**config.mk**
```make
export PLATFORM = sky130hd
export DESIGN_NAME = stream_find_and_replace_unit
export DESIGN_NICKNAME = d
export VERILOG_FILES = /design/src/rtl/core/sfr_pkg.sv /design/src/rtl/core/sfr_window.sv /design/src/rtl/core/stream_find_and_replace_unit.sv
export SDC_FILE = /design/constraint.sdc
export NUM_CORES = 1
export LEC_CHECK = 0
export ABC_AREA = 1
export BUFFER_PORTS_ARGS = -buffer_cell sky130_fd_sc_hd__buf_2
export CORE_ASPECT_RATIO = 1.2
export CORE_MARGIN = 2
export CORE_UTILIZATION = 55
export CTS_CLUSTER_SIZE = 16
export DETAILED_ROUTE_END_ITERATION = 10
export PLACE_DENSITY = 0.78
export SYNTH_ARGS = -nofsm -noshare
export SYNTH_HDL_FRONTEND = slang
export SYNTH_HIERARCHICAL = 1
export SYNTH_SLANG_ARGS = --single-unit
```
**constraint.sdc**
```tcl
create_clock -name i_clk -period 4.8 [get_ports i_clk]
set_input_delay 0.96 -clock i_clk [delete_from_list [all_inputs] [get_ports i_clk]]
set_output_delay 0.96 -clock i_clk [all_outputs]
set_load 0.1 [all_outputs]
```
**src/rtl/core/sfr_pkg.sv**
```systemverilog
// Shared types and constants for the stream find-and-replace block.
// No dependencies; imported by the window store and the top level.
package sfr_pkg;

    // Default size limits
    localparam int SFR_MAX_PATTERN     = 8;
    localparam int SFR_MAX_REPLACEMENT = 8;

    // Configuration port geometry and register indexes
    localparam int CFG_IDX_W  = 2;
    localparam int CFG_DATA_W = 64;

    localparam logic [CFG_IDX_W-1:0] CFG_PATTERN_LEN       = 2'd0;
    localparam logic [CFG_IDX_W-1:0] CFG_PATTERN_BYTES     = 2'd1;
    localparam logic [CFG_IDX_W-1:0] CFG_REPLACEMENT_LEN   = 2'd2;
    localparam logic [CFG_IDX_W-1:0] CFG_REPLACEMENT_BYTES = 2'd3;

    // Byte emitted at every line end
    localparam logic [7:0] NEWLINE_BYTE = 8'd10;

    // Input transfer payload
    typedef struct packed {
        logic [7:0] data_byte;
        logic       byte_present;
        logic       end_of_line;
    } t_in_item;

    // Output transfer payload
    typedef struct packed {
        logic [7:0] out_byte;
        logic       last_of_run;
    } t_out_item;

    // Window store commands from the sequencer
    typedef struct packed {
        logic       append;
        logic       shift;
        logic       clear;
        logic [7:0] wr_byte;
    } t_win_ctl;

endpackage

```
**src/rtl/core/sfr_window.sv**
```systemverilog
// Pending-byte window: a short FIFO of bytes that may still start a match.
// Depends on sfr_pkg for the command struct.
module sfr_window
    import sfr_pkg::*;
#(
    parameter int DEPTH = SFR_MAX_PATTERN,
    localparam int CW = $clog2(DEPTH + 1),
    localparam int IW = (DEPTH > 1) ? $clog2(DEPTH) : 1
) (
    input  logic          i_clk,
    input  logic          i_rst_n,
    input  t_win_ctl      i_ctl,
    input  logic [IW-1:0] i_rd_idx,
    output logic [7:0]    o_rd_byte,
    output logic [7:0]    o_front,
    output logic [CW-1:0] o_count
);

    logic [7:0]    r_ent [DEPTH];
    logic [CW-1:0] r_count;
    logic          room;

    assign room = (r_count < CW'(DEPTH));

    // Track the fill level
    always_ff @(posedge i_clk) begin
        if (!i_rst_n) begin
            r_count <= '0;
        end else if (i_ctl.clear) begin
            r_count <= '0;
        end else if (i_ctl.shift) begin
            r_count <= r_count - CW'(1);
        end else if (i_ctl.append && room) begin
            r_count <= r_count + CW'(1);
        end
    end

    // Drop the front entry or write at the tail
    always_ff @(posedge i_clk) begin
        if (i_ctl.shift) begin
            for (int i = 0; i < DEPTH - 1; i++) begin
                r_ent[i] <= r_ent[i + 1];
            end
        end else if (i_ctl.append && room) begin
            r_ent[r_count[IW-1:0]] <= i_ctl.wr_byte;
        end
    end

    assign o_rd_byte = r_ent[i_rd_idx];
    assign o_front   = r_ent[0];
    assign o_count   = r_count;

endmodule

```
**src/rtl/core/stream_find_and_replace_unit.sv**
```systemverilog
// Stream find-and-replace top level: config registers, sequencer, output stage.
// Depends on sfr_pkg and sfr_window.
//
// One byte of a text line enters per input transfer; every leftmost,
// non-overlapping occurrence of the configured pattern is replaced and a
// newline closes each line. The block takes one item at a time and holds
// o_in_stall high until the item's last result is pushed to the output
// register. A single byte comparator checks the pending window one byte per
// cycle. An item is accepted, then checked against the pattern after the
// append and again after every released byte; it emits its released or
// replacement bytes, and at a line end flushes the window and emits the
// newline before a closing state. Output transfers that stall hold it back.
// A result is staged one byte behind so that the final result of each item
// can carry last_of_run.
module stream_find_and_replace_unit
    import sfr_pkg::*;
#(
    parameter int MAX_PATTERN     = SFR_MAX_PATTERN,
    parameter int MAX_REPLACEMENT = SFR_MAX_REPLACEMENT
) (
    input  logic                  i_clk,
    input  logic                  i_rst_n,
    // configuration writes
    input  logic                  i_cfg_we,
    input  logic [CFG_IDX_W-1:0]  i_cfg_idx,
    input  logic [CFG_DATA_W-1:0] i_cfg_data,
    // input channel
    input  logic                  i_in_valid,
    output logic                  o_in_stall,
    input  t_in_item              i_in_item,
    // output channel
    output logic                  o_out_valid,
    input  logic                  i_out_stall,
    output t_out_item             o_out_item
);

    localparam int CW  = $clog2(MAX_PATTERN + 1);
    localparam int IW  = (MAX_PATTERN > 1) ? $clog2(MAX_PATTERN) : 1;
    localparam int RW  = $clog2(MAX_REPLACEMENT + 1);
    localparam int RIW = (MAX_REPLACEMENT > 1) ? $clog2(MAX_REPLACEMENT) : 1;

    typedef enum logic [2:0] {
        S_IDLE,
        S_CHECK,
        S_RELEASE,
        S_REPL,
        S_FLUSH,
        S_NEWLINE,
        S_DONE
    } t_state;

    // Configuration registers
    logic [3:0]  r_plen;
    logic [63:0] r_pat;
    logic [3:0]  r_rlen;
    logic [63:0] r_rep;

    // Sequencer registers
    t_state        r_state, n_state;
    logic [CW-1:0] r_k, n_k;
    logic [RW-1:0] r_j, n_j;
    logic          r_eol, n_eol;
    logic          r_fresh, n_fresh;
    logic [7:0]    r_hold, n_hold;
    logic          r_hold_v, n_hold_v;
    t_out_item     r_out, n_out;
    logic          r_out_valid, n_out_valid;

    // Window interface
    t_win_ctl      win_ctl;
    logic [7:0]    win_rd;
    logic [7:0]    win_front;
    logic [CW-1:0] win_count;

    // Clamped lengths and derived compare terms
    logic [3:0]    plen;
    logic [RW-1:0] rlen;
    logic [3:0]    cnt4;
    logic [7:0]    pat_k;
    logic [7:0]    rep_j;
    logic          chk_over, chk_end, chk_miss, chk_prefix;
    logic          is_match, keep;
    logic          out_free, can_emit, emit_req, push;
    logic [7:0]    emit_byte;
    logic          push_last;
    logic          in_xfer;

    assign plen = (r_plen > 4'(MAX_PATTERN)) ? 4'(MAX_PATTERN) : r_plen;
    assign rlen = (r_rlen > 4'(MAX_REPLACEMENT)) ? RW'(MAX_REPLACEMENT) : r_rlen[RW-1:0];
    assign cnt4 = 4'(win_count);

    assign pat_k = r_pat[{r_k[IW-1:0], 3'b000} +: 8];
    assign rep_j = r_rep[{r_j[RIW-1:0], 3'b000} +: 8];

    // Shared byte comparator: one window entry per cycle
    assign chk_over   = (cnt4 > plen);
    assign chk_end    = (r_k == win_count);
    assign chk_miss   = (win_rd != pat_k);
    assign chk_prefix = !chk_over && chk_end;
    // A match is only taken on the check right after the append
    assign is_match   = r_fresh && (plen != 4'd0) && (cnt4 == plen) && chk_prefix;
    assign keep       = (win_count == '0) || ((cnt4 < plen) && chk_prefix);

    assign out_free   = !r_out_valid || !i_out_stall;
    assign can_emit   = !r_hold_v || out_free;
    assign in_xfer    = i_in_valid && !o_in_stall;

    sfr_window #(
        .DEPTH (MAX_PATTERN)
    ) u_window (
        .i_clk     (i_clk),
        .i_rst_n   (i_rst_n),
        .i_ctl     (win_ctl),
        .i_rd_idx  (r_k[IW-1:0]),
        .o_rd_byte (win_rd),
        .o_front   (win_front),
        .o_count   (win_count)
    );

    // Sequence one item: check, release, replace, flush, newline, done
    always_comb begin
        n_state   = r_state;
        n_k       = r_k;
        n_j       = r_j;
        n_eol     = r_eol;
        n_fresh   = r_fresh;
        win_ctl   = '0;
        emit_req  = 1'b0;
        emit_byte = win_front;
        push_last = 1'b0;

        win_ctl.wr_byte = i_in_item.data_byte;

        case (r_state)
            S_IDLE: begin
                if (in_xfer) begin
                    n_eol   = i_in_item.end_of_line;
                    n_k     = '0;
                    n_fresh = 1'b1;
                    if (i_in_item.byte_present) begin
                        win_ctl.append = 1'b1;
                        n_state        = S_CHECK;
                    end else if (i_in_item.end_of_line) begin
                        n_state = S_FLUSH;
                    end
                end
            end
            S_CHECK: begin
                if (chk_over || chk_end || chk_miss) begin
                    if (is_match) begin
                        win_ctl.clear = 1'b1;
                        n_j           = '0;
                        if (rlen != '0) begin
                            n_state = S_REPL;
                        end else begin
                            n_state = r_eol ? S_FLUSH : S_DONE;
                        end
                    end else if (!keep) begin
                        n_state = S_RELEASE;
                    end else begin
                        n_state = r_eol ? S_FLUSH : S_DONE;
                    end
                end else begin
                    n_k = r_k + CW'(1);
                end
            end
            S_RELEASE: begin
                emit_req = 1'b1;
                if (can_emit) begin
                    win_ctl.shift = 1'b1;
                    n_k           = '0;
                    n_fresh       = 1'b0;
                    n_state       = S_CHECK;
                end
            end
            S_REPL: begin
                emit_req  = 1'b1;
                emit_byte = rep_j;
                if (can_emit) begin
                    n_j = r_j + RW'(1);
                    if (r_j + RW'(1) == rlen) begin
                        n_state = r_eol ? S_FLUSH : S_DONE;
                    end
                end
            end
            S_FLUSH: begin
                if (win_count == '0) begin
                    n_state = S_NEWLINE;
                end else begin
                    emit_req = 1'b1;
                    if (can_emit) begin
                        win_ctl.shift = 1'b1;
                    end
                end
            end
            S_NEWLINE: begin
                emit_req  = 1'b1;
                emit_byte = NEWLINE_BYTE;
                if (can_emit) begin
                    n_state = S_DONE;
                end
            end
            S_DONE: begin
                if (!r_hold_v) begin
                    n_state = S_IDLE;
                end else if (out_free) begin
                    push_last = 1'b1;
                    n_state   = S_IDLE;
                end
            end
            default: begin
                n_state = S_IDLE;
            end
        endcase
    end

    // Stage each byte one behind; push the staged byte as a non-final result, or as the final one on push_last
    always_comb begin
        n_hold      = r_hold;
        n_hold_v    = r_hold_v;
        n_out       = r_out;
        n_out_valid = r_out_valid;
        push        = 1'b0;

        if (emit_req && can_emit) begin
            push     = r_hold_v;
            n_hold   = emit_byte;
            n_hold_v = 1'b1;
        end else if (push_last) begin
            push     = 1'b1;
            n_hold_v = 1'b0;
        end

        if (push) begin
            n_out.out_byte    = r_hold;
            n_out.last_of_run = push_last;
            n_out_valid       = 1'b1;
        end else if (!i_out_stall) begin
            n_out_valid = 1'b0;
        end
    end

    // Hold state, configuration and the output register
    always_ff @(posedge i_clk) begin
        if (!i_rst_n) begin
            r_state     <= S_IDLE;
            r_hold_v    <= 1'b0;
            r_out_valid <= 1'b0;
            r_plen      <= '0;
            r_pat       <= '0;
            r_rlen      <= '0;
            r_rep       <= '0;
        end else begin
            r_state     <= n_state;
            r_hold_v    <= n_hold_v;
            r_out_valid <= n_out_valid;
            if (i_cfg_we) begin
                case (i_cfg_idx)
                    CFG_PATTERN_LEN:       r_plen <= i_cfg_data[3:0];
                    CFG_PATTERN_BYTES:     r_pat  <= i_cfg_data;
                    CFG_REPLACEMENT_LEN:   r_rlen <= i_cfg_data[3:0];
                    CFG_REPLACEMENT_BYTES: r_rep  <= i_cfg_data;
                    default: ;
                endcase
            end
        end
        r_k     <= n_k;
        r_j     <= n_j;
        r_eol   <= n_eol;
        r_fresh <= n_fresh;
        r_hold  <= n_hold;
        r_out   <= n_out;
    end

    assign o_in_stall  = (r_state != S_IDLE);
    assign o_out_valid = r_out_valid;
    assign o_out_item  = r_out;

    // Window never holds more than MAX_PATTERN bytes
    a_win_bound: assert property (@(posedge i_clk) disable iff (!i_rst_n)
        win_count <= CW'(MAX_PATTERN))
        else $error("window fill beyond pattern limit");

    // Staging slot is empty whenever a new item may enter
    a_idle_empty: assert property (@(posedge i_clk) disable iff (!i_rst_n)
        (r_state == S_IDLE) |-> !r_hold_v)
        else $error("staged byte left over at idle");

    // A push never overwrites a result still waiting downstream
    a_push_free: assert property (@(posedge i_clk) disable iff (!i_rst_n)
        push |-> (!r_out_valid || !i_out_stall))
        else $error("output register overwritten");

    // Replacement bytes go out only after the matched window was dropped
    a_repl_empty: assert property (@(posedge i_clk) disable iff (!i_rst_n)
        (r_state == S_REPL) |-> (win_count == '0))
        else $error("replacement with bytes pending");

    // An item with neither byte nor line end leaves the block idle
    a_empty_item: assert property (@(posedge i_clk) disable iff (!i_rst_n)
        (in_xfer && !i_in_item.byte_present && !i_in_item.end_of_line)
            |=> (r_state == S_IDLE))
        else $error("empty item started work");

endmodule

```
==> results.toml <==
[layout]
final_nets = 1654
area_delta_synth_final_pct = 11.26
final_common_cell = "nand2_1"
final_area_mm2 = 0.01276
n_antenna_cell = 0
layout_common_cells = "nand2_1 (315), o21ai_0 (209), nor2_1 (161), inv_1 (158), a21oi_1 (156)"
drive_above_1_share = 0.1049

[clock_network]
cts_root_buf = "clkbuf_16"
clockBufferDepth = 3
cts_max_level = 1
cts_hold_buffers = 0
cts_tree = "yes"
clkLatencyLatePin_ns = 0.52
cts_buffers = 24
clk_pin_slew_ns = 0.06
cts_sinks = 236
cts_resized = 0
post_cts_buffers = 0

[timing]
timing.final.crit_share = 0.6528
tightest_slew_ns = 1.132
slew_headroom = 0.2450
finalHoldViolCount = 0
finalSetupTns_ns = 0
rsz0062_at_grt = "no"
max_freq_mhz = 319.1
period_needed_ns = 3.134
setup_viol = 0
maxSlewViolCount = 0
skew_ns = 0.01634

[logic_synthesis]
synth.avg_cell_area_um2 = 7.538
yosysSeqAreaShare = 0.4912
ys_top_cells_by_area = "dfxtp_1 (25%), edfxtp_1 (24%), nand2_1 (10%)"
synth-seq-cells = 236
netlist.area_leader.share = 0.2530
synth_nets = 1612
netlist_instances = 1522
netlist_area_mm2 = 0.01147
yosys.area.top_type = "dfxtp_1"
ys_dominant_reg_cell = "dfxtp_1"
ys_types = 38
synth_edf_count = 91
ys_warn_count = 6
ys_async_sr_fraction = 0

[setup_path]
critPathSlowestCell = "dfxtp_1"
critPathTopFamily = "simple AND/OR/NAND/NOR gates"
critPathArrivalTime_ns = 3.32
reg2reg_from = "u_window/o_count[0]"
crit_fanout = 27
crit_chain = "inv_1 -> nand4_1 -> nand3_1 -> a21oi_1 -> buf_4 -> inv_4 -> nand3_2 -> nor2_4 -> inv_2 -> and3_1"
timing.rr.end = "u_window/r_ent[5][2]"
crit_buf_inv = 4
slowest_delay_ns = 0.65
start_kind = "flip-flop"
setup.worst_path.class = "flip-flop to flip-flop"
end_kind = "flip-flop"
rrSetupSlack_ns = 1.67
critPathRequiredTime_ns = 4.99
rr_worst_depth = 10

[hold_path]
worstHoldStart = "r_hold[5]"
holdPathEnd = "o_out_item[6]"
hold_class = "flip-flop to flip-flop"
min_delay_path_depth = 0

[die]
fp.dieH_um = 162.2
start_util = 0.5644
die-area_mm2 = 0.02203
die_x_um = 135.8
core_mm2 = 0.02033
io_pins = 92
rows = 57

[place]
io_buffers = 91
placed_area_mm2 = 0.01195
hpwl_um = 21640
place_congestion = 0.9060

[global_routing]
antenna_found_initial = 0
overflow = 0
grt_usage = 0.2826
grt_pass1_vias = 9720
grt_pass1_wl_um = 49310
grt_max_degree = 80

[run]
maxCapViolCount = 0

[drt]
drt_iter0_drc = 950
wirelength_um = 31540
viasPerCell = 5.594
ant_nets = 0
drc = 0
first_pass_iters = 5
wl_per_cell_um = 17.08
vias = 10330

[pwr]
power.leakage_nw = 5.425
ir_drop_uv = 431.8
p_per_area_mw_per_mm2 = 591.4

[outcome]
status = "finished, final reports clean"
==> flip-flops by register name, indices dropped and copies added, names as in the netlist, 4 cells and up <==
register / count
r_k: 4
u_window/o_count: 4
r_plen: 4
r_rlen: 4
o_out_item: 9
r_rep: 64
r_hold: 8
r_pat: 64
r_j: 4
u_window/r_ent: 64
==> cell usage after synthesis, types with 4 or more instances <==
library cell,count
a21oi_1,156
buf_2,17
buf_4,5
buf_6,6
clkbuf_1,57
dfxtp_1,145
edfxtp_1,91
ha_1,8
inv_1,159
inv_2,6
nand2_1,315
nand3_1,116
nand4_1,7
nor2_1,161
nor3_1,4
o211ai_1,7
o21ai_0,209
o21ai_1,13
xnor2_1,4
==> per-layer routing <==
metal,track usage,vias up,wire length (µm)
met5,0,-,0
met4,0.1364,0,1521
met3,0.03402,87,1949
met2,0.4892,390,15410
met1,0.3491,4763,12670
li1,-,5093,-
==> where the power goes <==
part	switching, W	leakage, nW	internal (W)
clock	0.000783	0.405	0.00113
sequential	0.000214	2.02	0.00262
combinational	0.00204	3.00	0.000764
total	0.00303	5.43	0.00452
==> worst max path at each step <==
stage                                 endpoint  slack (ns)                 from  depth (start not counted)
after floorplan           u_window/r_ent[6][0]        1.66          o_out_valid                          9
after global placement    u_window/r_ent[7][3]        1.39          i_out_stall                         10
after detailed placement  u_window/r_ent[7][3]        1.29          i_out_stall                         10
after CTS                 u_window/r_ent[5][2]        1.66  u_window/o_count[0]                         10
after global routing      u_window/r_ent[5][2]        1.44  u_window/o_count[0]                         10
final                     u_window/r_ent[5][2]        1.67  u_window/o_count[0]                         10
==> kinds of logic (layout without fill, tap and decap cells) <==
group	Yosys count	after routing	share of synthesized area
buffers and inverters	256	316	0.09161
XOR/XNOR	7	7	0.005344
AO/OA/AOI/OAI	392	392	0.1737
AND/OR/NAND/NOR	622	622	0.2276
adder cells (fa/ha/maj)	9	9	0.01047
flip-flops	236	236	0.4912
==> final cells by class <==
class / instances / area [µm²]
inverter: 170 / 643.1
tap: 265 / 331.6
timing repair buffer: 102 / 538.0
clock buffer: 36 / 749.5
fill: 1802 / 7562
multi-input combinational: 1030 / 4798
clock inverter: 8 / 67.56
sequential: 236 / 5635
==> stage by stage <==
step                hold slack [ns]  instances    util  power, W  setup WS [ns]
finish                       0.4197       1847  0.6279  0.007548          1.666
global route                 0.4234       1847  0.6279  0.007993          1.441
CTS                          0.4208       1847  0.6279  0.007523          1.657
detailed placement           0.4057       1803  0.5878  0.005611          1.290
global placement             0.4016       1803  0.5878  0.005541          1.385
floorplan                    0.4003       1522       -  0.004854          1.658
Power figures use the tool's default switching activity.
